<file path="src/sv/bafs_pkg.sv">
// Shared types and constants for the beacon advertisement filter.
`timescale 1ns / 1ps

package bafs_pkg;

  typedef enum logic [1:0] {
    ACT_BYTE   = 2'd0,
    ACT_START  = 2'd1,
    ACT_REPORT = 2'd2
  } action_t;

  localparam int unsigned PREFIX_LEN     = 9;
  localparam int unsigned UUID_END       = 25;
  localparam int unsigned MIN_PACKET_LEN = 29;
  localparam logic [4:0]  POS_MAX        = 5'd31;

  localparam logic [63:0] UUID_HIGH_RESET = 64'hFDA5_0693_A4E2_4FB1;
  localparam logic [63:0] UUID_LOW_RESET  = 64'hAFCF_C6EB_0764_7825;

  localparam logic [1:0] CFG_UUID_HIGH = 2'd0;
  localparam logic [1:0] CFG_UUID_LOW  = 2'd1;

  // Per-byte verdict from the byte checker.
  typedef struct packed {
    logic       mismatch;  // byte differs from the expected prefix/UUID byte
    logic       capture;   // byte is one of the major/minor bytes
    logic [1:0] id_sel;    // 0 = major high byte ... 3 = minor low byte
  } parse_t;

  // Fixed advertisement prefix: flags, manufacturer data header, beacon type.
  function automatic logic [7:0] prefix_byte(input logic [3:0] idx);
    logic [7:0] b;
    case (idx)
      4'd0:    b = 8'h02;
      4'd1:    b = 8'h01;
      4'd2:    b = 8'h06;
      4'd3:    b = 8'h1A;
      4'd4:    b = 8'hFF;
      4'd5:    b = 8'h4C;
      4'd6:    b = 8'h00;
      4'd7:    b = 8'h02;
      4'd8:    b = 8'h15;
      default: b = 8'h00;
    endcase
    return b;
  endfunction

endpackage

</file>
<file path="src/sv/bafs_byte_check.sv">
// Compares one payload byte against the expected prefix or UUID byte at its position.
`timescale 1ns / 1ps

module bafs_byte_check (
  input  logic [4:0]      pos,
  input  logic [7:0]      data_byte,
  input  logic [63:0]     uuid_high,
  input  logic [63:0]     uuid_low,
  output bafs_pkg::parse_t verdict
);

  logic [127:0] uuid_all;
  logic [4:0]   uuid_off;
  logic [3:0]   uuid_idx;
  logic [4:0]   id_off;
  logic [7:0]   uuid_byte;

  assign uuid_all  = {uuid_high, uuid_low};
  assign uuid_off  = pos - 5'(bafs_pkg::PREFIX_LEN);
  assign uuid_idx  = uuid_off[3:0];
  assign id_off    = pos - 5'(bafs_pkg::UUID_END);
  // UUID byte 0 sits in the top byte of the high word
  assign uuid_byte = uuid_all[{~uuid_idx, 3'b000} +: 8];

  always_comb begin
    verdict = '0;
    verdict.id_sel = id_off[1:0];
    if (pos < 5'(bafs_pkg::PREFIX_LEN)) begin
      verdict.mismatch = (data_byte != bafs_pkg::prefix_byte(pos[3:0]));
    end else if (pos < 5'(bafs_pkg::UUID_END)) begin
      verdict.mismatch = (data_byte != uuid_byte);
    end else if (pos < 5'(bafs_pkg::MIN_PACKET_LEN)) begin
      verdict.capture = 1'b1;
    end
  end

endmodule

</file>
<file path="src/sv/beacon_adv_filter_strongest.sv">
// Top level: beacon advertisement parser keeping the strongest matching beacon.
//
//  channel   | dir | handshake                      | payload
//  s_axis    | in  | s_axis_tvalid / s_axis_tready  | tdata {rssi, byte}, tlast, tuser action
//  m_axis    | out | m_axis_tvalid / m_axis_tready  | tdata {rssi, minor, major}, tuser found
//  cfg       | in  | cfg_valid / cfg_ready          | cfg_index, cfg_data
//
// One item per cycle while no report stalls. An item is registered at accept and
// processed against the parser state from the input register; a report result is
// loaded into the output register at the end of the cycle in which it is processed.
// Reset restores the default UUID and clears parser and best state.
// A report waiting in the input register stalls only while the output register
// holds a result that is not taken; other items never stall.
`timescale 1ns / 1ps

module beacon_adv_filter_strongest (
  input  logic        clk,
  input  logic        rst,
  input  logic        s_axis_tvalid,
  output logic        s_axis_tready,
  input  logic [15:0] s_axis_tdata,   // [7:0] data_byte, [15:8] packet_rssi
  input  logic        s_axis_tlast,   // last_byte
  input  logic [1:0]  s_axis_tuser,   // [1:0] action
  output logic        m_axis_tvalid,
  input  logic        m_axis_tready,
  output logic [39:0] m_axis_tdata,   // [15:0] best_major, [31:16] best_minor, [39:32] best_rssi
  output logic        m_axis_tuser,   // [0] found
  input  logic        cfg_valid,
  output logic        cfg_ready,
  input  logic [1:0]  cfg_index,
  input  logic [63:0] cfg_data
);

  // configuration
  logic [63:0] uuid_high;
  logic [63:0] uuid_low;

  // input register
  logic              in_valid;
  logic [1:0]        in_action;
  logic [7:0]        in_data;
  logic              in_last;
  logic signed [7:0] in_rssi;

  // parser and best state
  logic [4:0]        byte_position, byte_position_next;
  logic              still_matching, still_matching_next;
  logic [31:0]       captured_ids, captured_ids_next;
  logic              have_best, have_best_next;
  logic signed [7:0] kept_rssi, kept_rssi_next;
  logic [15:0]       kept_major, kept_major_next;
  logic [15:0]       kept_minor, kept_minor_next;

  logic             out_free;
  logic             is_report;
  logic             advance;
  logic             s_accept;
  bafs_pkg::parse_t verdict;

  assign cfg_ready = 1'b1;

  always_ff @(posedge clk) begin
    if (rst) begin
      uuid_high <= bafs_pkg::UUID_HIGH_RESET;
      uuid_low  <= bafs_pkg::UUID_LOW_RESET;
    end else if (cfg_valid && cfg_ready) begin
      if (cfg_index == bafs_pkg::CFG_UUID_HIGH) begin
        uuid_high <= cfg_data;
      end else if (cfg_index == bafs_pkg::CFG_UUID_LOW) begin
        uuid_low <= cfg_data;
      end
    end
  end

  assign out_free      = !m_axis_tvalid || m_axis_tready;
  assign is_report     = (in_action == bafs_pkg::ACT_REPORT);
  assign advance       = in_valid && (!is_report || out_free);
  assign s_axis_tready = !in_valid || advance;
  assign s_accept      = s_axis_tvalid && s_axis_tready;

  always_ff @(posedge clk) begin
    if (rst) begin
      in_valid <= 1'b0;
    end else if (s_accept) begin
      in_valid <= 1'b1;
    end else if (advance) begin
      in_valid <= 1'b0;
    end
  end

  always_ff @(posedge clk) begin
    if (s_accept) begin
      in_action <= s_axis_tuser;
      in_data   <= s_axis_tdata[7:0];
      in_rssi   <= s_axis_tdata[15:8];
      in_last   <= s_axis_tlast;
    end
  end

  bafs_byte_check u_check (
    .pos       (byte_position),
    .data_byte (in_data),
    .uuid_high (uuid_high),
    .uuid_low  (uuid_low),
    .verdict   (verdict)
  );

  always_comb begin
    byte_position_next  = byte_position;
    still_matching_next = still_matching;
    captured_ids_next   = captured_ids;
    have_best_next      = have_best;
    kept_rssi_next      = kept_rssi;
    kept_major_next     = kept_major;
    kept_minor_next     = kept_minor;
    if (advance) begin
      case (bafs_pkg::action_t'(in_action))
        bafs_pkg::ACT_BYTE: begin
          if (verdict.mismatch) begin
            still_matching_next = 1'b0;
          end
          if (verdict.capture) begin
            captured_ids_next[{~verdict.id_sel, 3'b000} +: 8] = in_data;
          end
          if (in_last) begin
            // packet long enough to have carried all four id bytes
            if (still_matching_next &&
                byte_position >= 5'(bafs_pkg::MIN_PACKET_LEN - 1) &&
                (!have_best || in_rssi > kept_rssi)) begin
              have_best_next  = 1'b1;
              kept_rssi_next  = in_rssi;
              kept_major_next = captured_ids_next[31:16];
              kept_minor_next = captured_ids_next[15:0];
            end
            byte_position_next  = '0;
            still_matching_next = 1'b1;
          end else if (byte_position != bafs_pkg::POS_MAX) begin
            byte_position_next = byte_position + 5'd1;
          end
        end
        bafs_pkg::ACT_START: begin
          have_best_next      = 1'b0;
          byte_position_next  = '0;
          still_matching_next = 1'b1;
        end
        default: begin
          // report reads state only; unused code is ignored
        end
      endcase
    end
  end

  always_ff @(posedge clk) begin
    if (rst) begin
      byte_position  <= '0;
      still_matching <= 1'b1;
      captured_ids   <= '0;
      have_best      <= 1'b0;
      kept_rssi      <= '0;
      kept_major     <= '0;
      kept_minor     <= '0;
    end else begin
      byte_position  <= byte_position_next;
      still_matching <= still_matching_next;
      captured_ids   <= captured_ids_next;
      have_best      <= have_best_next;
      kept_rssi      <= kept_rssi_next;
      kept_major     <= kept_major_next;
      kept_minor     <= kept_minor_next;
    end
  end

  // result register
  always_ff @(posedge clk) begin
    if (rst) begin
      m_axis_tvalid <= 1'b0;
    end else if (advance && is_report) begin
      m_axis_tvalid <= 1'b1;
    end else if (m_axis_tready) begin
      m_axis_tvalid <= 1'b0;
    end
  end

  always_ff @(posedge clk) begin
    if (advance && is_report) begin
      m_axis_tuser <= have_best;
      if (have_best) begin
        m_axis_tdata <= {kept_rssi, kept_minor, kept_major};
      end else begin
        m_axis_tdata <= '0;
      end
    end
  end

endmodule

</file>
<file path="config.mk">
export PLATFORM = sky130hd
export DESIGN_NAME = beacon_adv_filter_strongest
export DESIGN_NICKNAME = d
export VERILOG_FILES = /design/src/sv/bafs_pkg.sv /design/src/sv/bafs_byte_check.sv /design/src/sv/beacon_adv_filter_strongest.sv
export SDC_FILE = /design/constraint.sdc
export NUM_CORES = 1
export LEC_CHECK = 0
export ABC_AREA = 0
export BUFFER_PORTS_ARGS = -buffer_cell sky130_fd_sc_hd__buf_4
export CAP_MARGIN = 20
export CORE_UTILIZATION = 40
export DETAILED_ROUTE_END_ITERATION = 12
export PLACE_DENSITY = 0.57
export SYNTH_ARGS = -nofsm -noshare
export SYNTH_HDL_FRONTEND = slang
export SYNTH_HIERARCHICAL = 1
export SYNTH_SLANG_ARGS = --single-unit
</file>
<file path="constraint.sdc">
create_clock -name clk -period 5.8 [get_ports clk]
set_clock_uncertainty 0.15 [all_clocks]
set_input_delay 0.29 -clock clk [delete_from_list [all_inputs] [get_ports clk]]
set_output_delay 0.29 -clock clk [all_outputs]
set_load 0.005 [all_outputs]
</file>
After elaboration in Yosys (flattened, before gate mapping)
Memories as Yosys holds them, arrays and structs flattened. A register that Yosys moved wholly into a read port is not among the register bits.
Cells that the tools add are included.
{ "word_totals": {"reg_bits": 269, "romBits": 128, "inputBits": 90, "wordCells": 92, "memories": 1} }
{ "mem_list": {"columns": ["name", "words", "word_bits", "rd", "rd_clocked_by_memory_dff", "wr", "line", "source"], "rows": [
  ["(no name shown)", 16, 8, 1, 1, 0, "bafs_pkg.sv:33", "case (idx)"]
]} }
{ "op_classes": {"add_sub_neg": 4, "order_cmp": 5, "eq_ne": 9, "n_shift": 3, "muxes": 25, "n_bitwise": 3, "n_reduce_logical": 25} }
{ "ops": {"columns": ["op", "count"], "rows": [
  ["variable part select 128 x 8 -> 8 bit", 1],
  ["bitwise mux 32 bit", 1],
  ["2-to-1 mux 32 bit", 1],
  ["variable shift 8 x 7 -> 32 bit, first input constant", 1],
  ["variable part select 8 x 7 -> 32 bit", 1],
  ["!= test 8 bit", 2],
  ["2-to-1 mux 1 bit", 15],
  ["less-than comparator 5 bit, second input constant", 2],
  ["2-to-1 mux 5 bit", 2],
  ["case mux 5 bit (2 select lines)", 1],
  ["> comparator 8 bit", 1],
  ["2-to-1 mux 4 bit", 2],
  ["2-to-1 mux 8 bit", 1],
  ["AND reduction 4 bit", 2],
  ["negation 5 -> 7 bit", 1],
  ["AND reduction 2 bit", 3],
  ["AND reduction 3 bit", 2],
  ["nonzero test 2 bit", 3],
  ["adder 5 x 1 -> 5 bit, second input constant", 1],
  [">= comparator 5 bit, second input constant", 1],
  ["logical AND 1 bit", 5],
  ["less-than comparator 5 x 4 -> 1 bit, second input constant", 1],
  ["!= test 5 bit, second input constant", 1],
  ["== test 2 x 1 -> 1 bit, second input constant", 2],
  ["other kinds (12)", 21]
]} }

Longest topological paths before layout
Gate-level depths: netlist of run 1.
{ "depth": {"ltp_word": 14, "mapped_depth": 18, "ltp_nobuf": 14} }

By module
Netlist of run 1, hierarchy kept.
{ "by_module_without_submodules": {"columns": ["module", "n_inst", "cells_each", "area_each_um2", "seq_area_each_um2"], "rows": [
  ["beacon_adv_filter_strongest", 1, 1044, 10158.5, 5985.7],
  ["bafs_byte_check", 1, 133, 1483.9, 0.0]
]} }

Worst setup path after synthesis of run 1
Ideal clock, no wire load.
{ "synth_path": {"path_kind": "register to register", "start": "register byte_position[0]", "end": "register kept_major[0]", "arrival_time_ns": 4.691, "slack_ns": 0.872, "path_stages_with_launch": 19, "cell_sequence": "dfxtp_1 -> buf_2 -> inv_1 -> ha_1 -> buf_6 -> inv_4 -> buf_8 -> mux4_2 -> a22oi_1 -> a21oi_1 -> or4_4 -> o31ai_1 -> o22ai_1 -> nand4b_1 -> a311oi_2 -> o31ai_2 -> a211o_2 -> buf_6 -> a221oi_2"} }
{ "synth_rtl": {"columns": ["element", "line", "source"], "rows": [
  ["start, declared", "beacon_adv_filter_strongest.sv:46", "logic [4:0] byte_position, byte_position_next;"],
  ["start signal, assigned", "beacon_adv_filter_strongest.sv:163", "byte_position <= byte_position_next;"],
  ["end signal, assigned", "beacon_adv_filter_strongest.sv:168", "kept_major <= kept_major_next;"],
  ["end, declared", "beacon_adv_filter_strongest.sv:51", "logic [15:0] kept_major, kept_major_next;"]
]} }

==> results of run 1 <==
## routing by layer
metal	vias to the layer above	GRT usage, %	share of wire (%)
met5	-	0	0
met2	213	32.2	47
met4	0	4.76	2.2
met1	4309	26.6	46
met3	44	2.81	4.6
li1	4476	-	-
## cells in the mapped netlist (22+ instances only)
library cell / n
nand2_1: 281
dfxtp_1: 209
a21oi_1: 72
nand3_1: 72
edfxtp_1: 60
clkbuf_1: 59
inv_1: 53
nor2_1: 47
and2_1: 41
nor3_1: 35
a221oi_1: 33
a221oi_2: 31
mux4_2: 27
mux2i_1: 23
ha_1: 22
## state kept, by name (all words and copies together) (netlist names)
signal	flops
in_action	2
in_valid	1
kept_major	16
uuid_low	64
m_axis_tdata	40
still_matching	1
kept_minor	16
in_rssi	8
uuid_high	64
captured_ids	32
in_last	1
have_best	1
byte_position	5
in_data	8
kept_rssi	8
m_axis_tuser	1
m_axis_tvalid	1
## layout by cell type, fill, tap and decap left out, drive strengths merged, types with 2 or more instances in the layout
master	instances
nand2	282
dfxtp	209
buf	150
dlygate4sd3	85
a21oi	73
nand3	72
a221oi	64
edfxtp	60
inv	53
nor2	47
clkbuf	43
and2	41
nor3	36
mux4	32
mux2i	23
ha	22
a22oi	8
and3	7
nand2b	7
clkinv	6
xnor2	6
xor2	6
o21ai	5
nand4	4
nor2b	4
o31ai	3
nand3b	2
a21o	2
o22ai	2
nor4	2
and3b	2
a211o	2
o21a	2
or4	2
## final cells by class
class,instances,area share [%]
Timing Repair Buffer,235,13.8
Clock buffer,43,5.86
Clock inverter,6,0.221
Antenna cell,1,0.0170
Inverter,54,1.40
Sequential cell,269,40.7
Tap cell,384,3.27
Multi-Input combinational cell,773,34.7
## worst max path at each step
stage	cells past startpoint	startpoint	slack (ns)	to
CTS	15	byte_position[1]	0.41	kept_major[15]
finish	14	byte_position[1]	0.46	kept_major[15]
detailed placement	15	byte_position[1]	0.44	kept_major[15]
global route	14	byte_position[1]	0.08	kept_major[15]
global placement	15	byte_position[1]	0.58	kept_major[15]
floorplan	18	byte_position[0]	0.87	kept_major[0]
## what timing repair did
action,4_1_cts,5_1_grt
hold buffers,85,0
gates resized for setup,0,1
hold endpoints to repair,149,0
endpoints found under the setup margin,0,8
## stage by stage
step | instance area, um2 | std cells | hold slack (ns) | utilization [%] | total power, mW
final | 14700 | 1765 | 0.225 | 51.2 | 4.12
after global routing | 14700 | 1765 | 0.240 | 51.2 | 4.28
after CTS | 14600 | 1762 | 0.216 | 51.0 | 4.16
after detailed placement | 12900 | 1628 | 0.293 | 44.9 | 2.37
after global placement | 12900 | 1627 | 0.288 | 44.8 | 2.37
after floorplan | 11600 | 1177 | 0.239 | - | 2.25
## logic make-up (layout without fill, tap and decap cells)
group                    after synthesis  in the layout
XOR/XNOR                              12             12
AO/OA/AOI/OAI                        170            170
adder cells (fa/ha/maj)               22             22
buffers and inverters                135            338
multiplexers                          55             55
other                                  1              2
flip-flops                           269            269
AND/OR/NAND/NOR                      513            513
## power by group
group          internal (mW)  switching [mW]
registers               1.97          0.0404
clock network           1.02           0.720
logic                  0.187           0.187
==> impl_results.md, run 1 <==
* Hold EP: captured_ids[16]
* Top-area cell type share of the netlist area at a little over a third
* # clock sinks at 269
* Hold WC Path Type: input pin to flip-flop
* Final Hold Viols at 0
* Status: finished, final reports clean
* Clock transition at the registers of the reported paths at 0.06 ns
* Post-synth EDFFs at 60
* WP data arrival at between 5 and 6 ns
* WL/cell at 16.3 um
* First-pass GRT wire length at 47300 um
* CORE AREA at between 20000 and 30000 um2
* Antenna-violating nets left at 0
* Max Clk Rate at 187 MHz
* Leading area contributor after synthesis: dfxtp_1
* Min-delay src: rst
* Worst vdd ir at 0.212 mV
* Main combinational cell family by area after synthesis: simple AND/OR/NAND/NOR gates
* Post-synthesis sequential area ratio at between 50% and 60%
* Remaining DRCs at 0
* Pin count of the biggest net entering global routing at 73
* Synthesized area per cell at 9.89 um2
* Vias post-DR at 9042
* Critical path's slowest cell: a211o_2
* Top cells by area, synth: dfxtp_1, edfxtp_1, nand2_1
* Area grow syn2layout at 26.2%
* Worst-Margin Slew at 0.895 ns
* Number of port buffers at 132
* Internal reg-to-reg setup slack at 0.46 ns
* H-Tree Level Count at 1
* Routed WL at 28700 um
* Reg2Reg Depth at 14
* Synth Warn # at 6
* Clock Latency Late Sink at 0.54 ns
* Relative slew slack at 39.8%
* Reg2reg start: byte_position[1]
* Synth Area in Compound Gates at 12.1%
* Worst setup EP type: flip-flop
* Die Span Y at 173 um
* Post-Synth Adder-Cell Area at 2.36%
* Setup_tns at 0 ns
* Vias in the first global route at 8836
* Multiplexer share of the synthesized area at 8.33%
* Worst path bufs/invs at 2
* Final period util at 92.1%
* Synth Flop Type: dfxtp_1
* Critical-path cell list: inv_1 -> ha_1 -> inv_4 -> mux4_1 -> a22oi_1 -> a21oi_1 -> or4_1 -> o31ai_1 -> o22ai_1 -> nand4b_1 -> a311oi_2 -> o31ai_2 -> a211o_2 -> a221oi_2
* Initial Util at between 40% and 50%
* Post-layout net count at 1474
* Storage element area at about 6000 um2
* CTS tree: done
* PD cells at roughly 280 nW/um2
* Cell variety after synth at 64
* Vias per Instance at 5.12
* CP Class: flip-flop to flip-flop
* DP Wirelength at 18100 um
* Unrepaired setup endpoints after global routing: false
* Crit path required time at 6.10 ns
* Post-synthesis xor/xnor area fraction at 0.967%
* Syn Nets at 1289
* Starting DRT DRC Count at between 600 and 700
* Seq cells post-synth at 269
* Setup Viol. Count Final at 0
* Simple logic cell fraction of the synthesized area at 19.7%
* Antenna violations before repair at 1
* Worst flop-to-flop path endpoint: kept_major[15]
* Slew Limit Fails at 0
* Post-synth ARST share at 0%
* WHS Path Cells at 2
* Post-placement setup slack at 0.437 ns
* Syn Inst Count at 1177
* Area of the multi-input gates at approximately 5100 um2
* Final WS setup at approximately 0.46 ns
* FP Rows at 62
* CP Launch Type: flip-flop
* Filler instances at 2698
* Total setup buffers inserted after CTS at 0
* Total CTS buffers at 29
* Max Cap Violations at 0
* CTS max path bufs at 3
* CP max FO at 32
* Tmin final at 5.34 ns
* Crit-path max cell delay at 0.67 ns
* Root Buffer: clkbuf_16
* DR pass1 iterations at 5
* Die Wd at ~170 um
* Mapped Area at 11600 um2
* Gpl congestion at 0.791
* All-Layer GR Usage at roughly a fifth
* Die area at 29800 um2
* Grt ovf at 0
* I/O pin count at 134
* Largest delay share family, worst path: compound AO/OA/AOI/OAI gates
* Share of cells above drive strength 1 at 19.6%
* Total leakage power at 5.79 nW
Power figures use the tool's default switching activity.
==> inputs of run 2 (changes only) <==
--- a/config.mk
+++ b/config.mk
@@ -11,6 +11,7 @@
 export CORE_UTILIZATION = 40
 export DETAILED_ROUTE_END_ITERATION = 12
 export PLACE_DENSITY = 0.57
+export RECOVER_POWER = 25
 export SYNTH_ARGS = -nofsm -noshare
 export SYNTH_HDL_FRONTEND = slang
 export SYNTH_HIERARCHICAL = 1
==> run 2 against run 1 <==
Global-route usage stayed put. Clock power hardly changed. Combinational power hardly changed. Critical path depth stayed put. Final area is 0.24% lower. Maximum frequency is 0.55% lower. First-iteration DRC count is 2.9% lower. Sequential power hardly changed. Core utilization is 0.12 points lower. Sequential share of layout area is 0.097 points higher. Worst hold slack better by 0.0032 ns. Critical endpoint unchanged. Largest power group unchanged.
==> impl_results.md, run 2 (synthesis results as in run 1) <==
* Status: finished, final reports clean (unchanged)
* Die Wd at 173 um (unchanged)
* Cell area after layout at 14700 um2 (about the same)
* CORE AREA at 28700 um2 (unchanged)
* Reg2Reg Depth at 14 (unchanged)
* DR pass1 iterations at 6 (was 5)
* Total setup buffers inserted after CTS at 0 (unchanged)
* GRT busiest layer: met2 (unchanged)
* Crit path required time at 6.10 ns (about the same)
* PD cells at 281 nW/um2 (was 280 nW/um2)
* Final WS setup at 0.428 ns (was 0.457 ns)
* Critical-path cell list: inv_1 -> ha_1 -> inv_4 -> mux4_1 -> a22oi_1 -> a21oi_1 -> or4_1 -> o31ai_1 -> o22ai_1 -> nand4b_1 -> a311oi_2 -> o31ai_2 -> a211o_2 -> a221oi_2 (unchanged)
* Internal reg-to-reg setup slack at 0.43 ns (was 0.46 ns)
* CTS max path bufs at 3 (unchanged)
* Most common cell after layout, fill and taps aside: nand2_1 (unchanged)
* Total leakage power at 5.73 nW (was 5.79 nW)
* Max Clk Rate at 186 MHz (was 187 MHz)
* Vias in the first global route at 8836 (unchanged)
* Grt ovf at 0 (unchanged)
* Gpl congestion at 0.791 (unchanged)
* Remaining DRCs at 0 (unchanged)
* Pin count of the biggest net entering global routing at 73 (unchanged)
* Crit-path max cell delay at 0.67 ns (about the same)
* Worst flop-to-flop path endpoint: kept_major[15] (unchanged)
* Total CTS buffers at 29 (unchanged)
* Min-delay src: rst (unchanged)
* Final period util at 92.6% (was 92.1%)
* Largest regs: uuid_high x64, uuid_low x64, m_axis_tdata x40 (unchanged)
* Crit. path cell count at 14 (unchanged)
* Antenna violations before repair at 1 (unchanged)
* Hold WC Path Type: input pin to flip-flop (unchanged)
* Post-placement setup slack at 0.437 ns (unchanged)
* Die Span Y at 173 um (unchanged)
* CP startpoint: byte_position[1] (unchanged)
* FP Rows at 62 (unchanged)
* Met2 usage at 32.2% (unchanged)
* Met3 GRT Util at 2.81% (unchanged)
* Power, Total at 4.11 mW (was 4.12 mW)
* Met1 usage at 26.6% (unchanged)
* DP Wirelength at 18100 um (unchanged)
* Initial Util at 40.6% (unchanged)
* Worst setup EP type: flip-flop (unchanged)
* Placed insts at 1628 (unchanged)
* CP Class: flip-flop to flip-flop (unchanged)
* CP Launch Type: flip-flop (unchanged)
* Critical path's slowest cell: a211o_2 (unchanged)
* Die area at 29800 um2 (unchanged)
* Worst vdd ir at 0.212 mV (about the same)
* Number of port buffers at 132 (unchanged)
* Share of cells above drive strength 1 at 19.3% (was 19.6%)
* WP data arrival at 5.67 ns (was 5.64 ns)
* Unrepaired setup endpoints after global routing: false (unchanged)
* Routed WL at 28700 um (about the same)
* Tmin final at 5.37 ns (was 5.34 ns)
* CP max FO at 32 (unchanged)
* Setup_tns at 0 ns (unchanged)
* Vias post-DR at 9045 (was 9042)
* Layout Cells excl Fill at 1765 (unchanged)
* Hold EP: captured_ids[20] (was captured_ids[16])
* Slew Limit Fails at 0 (unchanged)
* Starting DRT DRC Count at 594 (was 612)
* Area grow syn2layout at 25.9% (was 26.2%)
* DP Area at 12900 um2 (unchanged)
* Max Cap Violations at 0 (unchanged)
* Worst-Margin Slew at 1.12 ns (was 0.895 ns)
* Largest delay share family, worst path: compound AO/OA/AOI/OAI gates (unchanged)
* Vias per Instance at 5.12 (about the same)
* Clock Latency Late Sink at 0.53 ns (was 0.54 ns)
* WL/cell at 16.3 um (about the same)
* WHS Path Cells at 2 (unchanged)
* Clock transition at the registers of the reported paths at 0.06 ns (about the same)
* Most frequent cells in the layout: nand2_1, dfxtp_1, buf_4, dlygate4sd3_1 (unchanged)
* Root Buffer: clkbuf_16 (unchanged)
* I/O pin count at 134 (unchanged)
* Final Hold Viols at 0 (unchanged)
* Reg2reg start: byte_position[1] (unchanged)
* CTS tree: done (unchanged)
* First-pass GRT wire length at 47300 um (unchanged)
* Antenna-violating nets left at 0 (unchanged)
* Post-layout net count at 1474 (unchanged)
* Setup Viol. Count Final at 0 (unchanged)
* H-Tree Level Count at 1 (unchanged)
* All-Layer GR Usage at 19.4% (unchanged)
* # clock sinks at 269 (unchanged)
* Worst path bufs/invs at 2 (unchanged)
* Relative slew slack at 25.3% (was 39.8%)
run 2: changes by cell type in the layout (fill, tap and decap cells not counted), sizes merged:
cell    change
buf        -53
clkbuf     +53
run 2: how the worst max path moves through the flow:
stage | end | slack [ns]
finish | kept_major[15] | 0.43
floorplan | kept_major[0] | 0.87
global placement | kept_major[15] | 0.58
detailed placement | kept_major[15] | 0.44
CTS | kept_major[15] | 0.41
global route | kept_major[15] | 0.08
run 2: metal layers:
layer | wire (um) | up-vias | part of all wire, %
li1 | - | 4477 | -
met4 | 655 | 0 | 2.3
met3 | 1220 | 46 | 4.2
met5 | 0 | - | 0
met1 | 13300 | 4303 | 46
met2 | 13500 | 219 | 47
run 2: report_power, final:
| part | switching [mW] | internal (mW) |
|---|---|---|
| Sequential | 0.0404 | 1.97 |
| Clock | 0.718 | 1.02 |
| Combinational | 0.187 | 0.185 |
| Total | 0.945 | 3.17 |
run 2: worst reg2reg max path, cell delays in order (launching register included):
cell and delay, ns:
dfxtp_1 0.54, inv_1 0.18, ha_1 0.36, inv_4 0.28, mux4_1 0.60, a22oi_1 0.31
a21oi_1 0.10, or4_1 0.56, o31ai_1 0.26, o22ai_1 0.19, nand4b_1 0.26, a311oi_2 0.25
o31ai_2 0.18, a211o_2 0.67, a221oi_2 0.41
run 2: repair_timing:
item                                    4_1_cts  5_1_grt
hold buffers                                 85        0
endpoints found under the setup margin        0        8
hold endpoints to repair                    149        0
resized for setup                             0        1
run 2: cell type report:
type	instances	area [um2]
inverters	54	206
clock inverters	6	32.5
flip-flops and latches	269	5990
fillers	2704	14000
repair buffers	235	1990
clock buffers	43	861
diodes	1	2.50
well taps	384	480
multi-input cells	773	5100
run 2: through the flow:
step | hold WS, ns | utilization (%)
after floorplan | 0.239 | -
after global placement | 0.288 | 44.8
after detailed placement | 0.293 | 44.9
after CTS | 0.216 | 51.0
after global routing | 0.240 | 51.1
final | 0.229 | 51.1
==> inputs of run 3 (changes only) <==
--- a/config.mk
+++ b/config.mk
@@ -8,9 +8,9 @@
 export ABC_AREA = 0
 export BUFFER_PORTS_ARGS = -buffer_cell sky130_fd_sc_hd__buf_4
 export CAP_MARGIN = 20
-export CORE_UTILIZATION = 40
+export CORE_UTILIZATION = 35
 export DETAILED_ROUTE_END_ITERATION = 12
-export PLACE_DENSITY = 0.57
+export PLACE_DENSITY = 0.51
 export RECOVER_POWER = 25
 export SYNTH_ARGS = -nofsm -noshare
 export SYNTH_HDL_FRONTEND = slang
==> run 3 against run 2 <==
First-iteration DRC count rose by 11%. Global-route usage down 1.6 points. Sequential share of layout area shrank 0.24 points. Wire length is 5.3% higher. Core utilization is 5.9 points lower. Critical path type unchanged. Clock power grew 6%. Maximum frequency grew 1.1%. The run now ends with max-capacitance violations, max-slew violations left. Final area is 0.58% higher. Critical path depth did not move. Worst hold slack improved by 0.074 ns. Non-clock buffer count decreased by 4.
==> impl_results.md, run 3 (synthesis results as in run 1) <==
* Unrepaired setup endpoints after global routing: false (unchanged)
* Switch Pwr at 0.982 mW (was 0.945 mW)
* Vias post-DR at 9062 (was 9045)
* Root Buffer: clkbuf_16 (unchanged)
* Antenna-violating nets left at 0 (unchanged)
* Final period util at 91.6% (was 92.6%)
* CP Launch Type: flip-flop (unchanged)
* Die Wd at 184 um (was 173 um)
* Setup Viol. Count Final at 0 (unchanged)
* WP data arrival at 5.61 ns (was 5.67 ns)
* Clock power share at 43.5% (was 42.1%)
* Total setup buffers inserted after CTS at 0 (unchanged)
* Hold WC Path Type: flip-flop to flip-flop (was input pin to flip-flop)
* Sw Ratio at 23.3% (was 23.0%)
* DP Area at 12900 um2 (about the same)
* Number of port buffers at 132 (unchanged)
* Post-layout net count at 1471 (was 1474)
* FP Rows at 66 (was 62)
* Cell area after layout at 14700 um2 (about the same)
* I/O pin count at 134 (unchanged)
* Clock Latency Late Sink at 0.55 ns (was 0.53 ns)
* Worst setup EP type: flip-flop (unchanged)
* Status: finished with violations (was finished, final reports clean)
* Starting DRT DRC Count at 662 (was 594)
* CP max FO at 32 (unchanged)
* Clock transition at the registers of the reported paths at 0.06 ns (about the same)
* CORE AREA at 32600 um2 (was 28700 um2)
* H-Tree Level Count at 1 (unchanged)
* Cts hold-fix bufs at 85 (unchanged)
* All-Layer GR Usage at 17.8% (was 19.4%)
* Crit path required time at 6.10 ns (about the same)
* DR pass1 iterations at 5 (was 6)
* Max Clk Rate at 188 MHz (was 186 MHz)
* Int Pwr at 3.23 mW (was 3.17 mW)
* Setup_tns at 0 ns (unchanged)
* Slew Limit Fails at 132 (was 0)
* Largest regs: uuid_high x64, uuid_low x64, m_axis_tdata x40 (unchanged)
* WL/cell at 16.6 um (was 16.3 um)
* Grt ovf at 0 (unchanged)
* Max Cap Violations at 2 (was 0)
* Initial Util at 35.7% (was 40.6%)
* Most common cell after layout, fill and taps aside: nand2_1 (unchanged)
* CTS tree: done (unchanged)
* Routed WL at 30300 um (was 28700 um)
* Total CTS buffers at 30 (was 29)
* Final Hold Viols at 0 (unchanged)
* Most frequent cells in the layout: nand2_1, dfxtp_1, buf_4, dlygate4sd3_1 (unchanged)
* Worst-Margin Slew at 3.99 ns (was 1.12 ns)
* Vias in the first global route at 8751 (was 8836)
* Flop pwr share at 47.8% (was 48.8%)
* CP Class: flip-flop to flip-flop (unchanged)
* Vias per Instance at 4.96 (was 5.12)
* DP Wirelength at 18800 um (was 18100 um)
* Failing checks: max-capacitance violations, max-slew violations
* First-pass GRT wire length at 47900 um (was 47300 um)
* Die Span Y at 184 um (was 173 um)
* WHS at 0.303 ns (was 0.229 ns)
* Post-CTS sizing at 0 (unchanged)
* Gpl congestion at 0.783 (was 0.791)
* Pin count of the biggest net entering global routing at 86 (was 73)
* Relative slew slack at -166% (was 25.3%)
* Total leakage power at 5.74 nW (was 5.73 nW)
* Share of cells above drive strength 1 at 19.5% (was 19.3%)
* Antenna violations before repair at 1 (unchanged)
* Comb pwr share at 8.7% (was 9.0%)
* Tmin final at 5.31 ns (was 5.37 ns)
* # clock sinks at 269 (unchanged)
* PD cells at 286 nW/um2 (was 281 nW/um2)
* CTS max path bufs at 3 (unchanged)
* Remaining DRCs at 0 (unchanged)
* Worst vdd ir at 0.225 mV (was 0.212 mV)
* Area grow syn2layout at 26.7% (was 25.9%)
* Die area at 34000 um2 (was 29800 um2)
run 3: stage by stage:
stage | setup WS (ns) | util [%] | instances | total power, mW
4_1_cts | 0.512 | 45.2 | 1824 | 4.27
5_1_grt | 0.122 | 45.2 | 1825 | 4.38
3_3_place_gp | 0.641 | 39.6 | 1683 | 2.37
2_1_floorplan | 0.872 | - | 1177 | 2.25
6_report | 0.487 | 45.2 | 1826 | 4.21
3_5_place_dp | 0.556 | 39.6 | 1683 | 2.37
run 3: power by group through the flow:
stage	registers, mW	clock network (mW)	logic [mW]
after floorplan	2.03	0	0.215
after global placement	2.05	0	0.319
final	2.01	1.83	0.367
after CTS	2.01	1.88	0.372
after global routing	2.02	1.96	0.407
after detailed placement	2.05	0	0.323
run 3: final timing paths:
check                         from        endpoint  slack [ns]  cells after the start
setup reg to reg  byte_position[1]  kept_major[15]        0.49                     14
hold reg to reg       uuid_high[6]    uuid_high[6]        0.30                      2
hold / removal        uuid_high[6]    uuid_high[6]        0.30                      2
setup / recovery  byte_position[1]  kept_major[15]        0.49                     14
run 3: layout make-up:
class | count | area [um2]
Tap cell | 442 | 553
Sequential cell | 269 | 5990
Fill cell | 3206 | 17900
Inverter | 54 | 206
Timing Repair Buffer | 231 | 1950
Multi-Input combinational cell | 773 | 5090
Clock buffer | 47 | 916
Antenna cell | 1 | 2.50
Clock inverter | 9 | 47.5
run 3: per-layer routing:
| layer | wire (um) | vias to the layer above | GRT usage [%] | part of all wire, % |
|---|---|---|---|---|
| met2 | 14200 | 217 | 29.8 | 47 |
| li1 | - | 4478 | - | - |
| met4 | 669 | 0 | 4.50 | 2.2 |
| met3 | 1510 | 42 | 2.88 | 5.0 |
| met1 | 13900 | 4325 | 23.9 | 46 |
| met5 | 0 | - | 0 | 0 |
run 3: critical path, cell delays in order, from the launching register on:
cell and delay [ns]:
dfxtp_1 0.57, inv_1 0.20, ha_1 0.36, inv_4 0.26
mux4_2 0.55, a22oi_1 0.27, a21oi_1 0.10, or4_4 0.55
nor4_1 0.31, o22ai_1 0.17, nand4b_1 0.24, a311oi_2 0.23
o31ai_2 0.17, a211o_2 0.67, a221oi_2 0.38
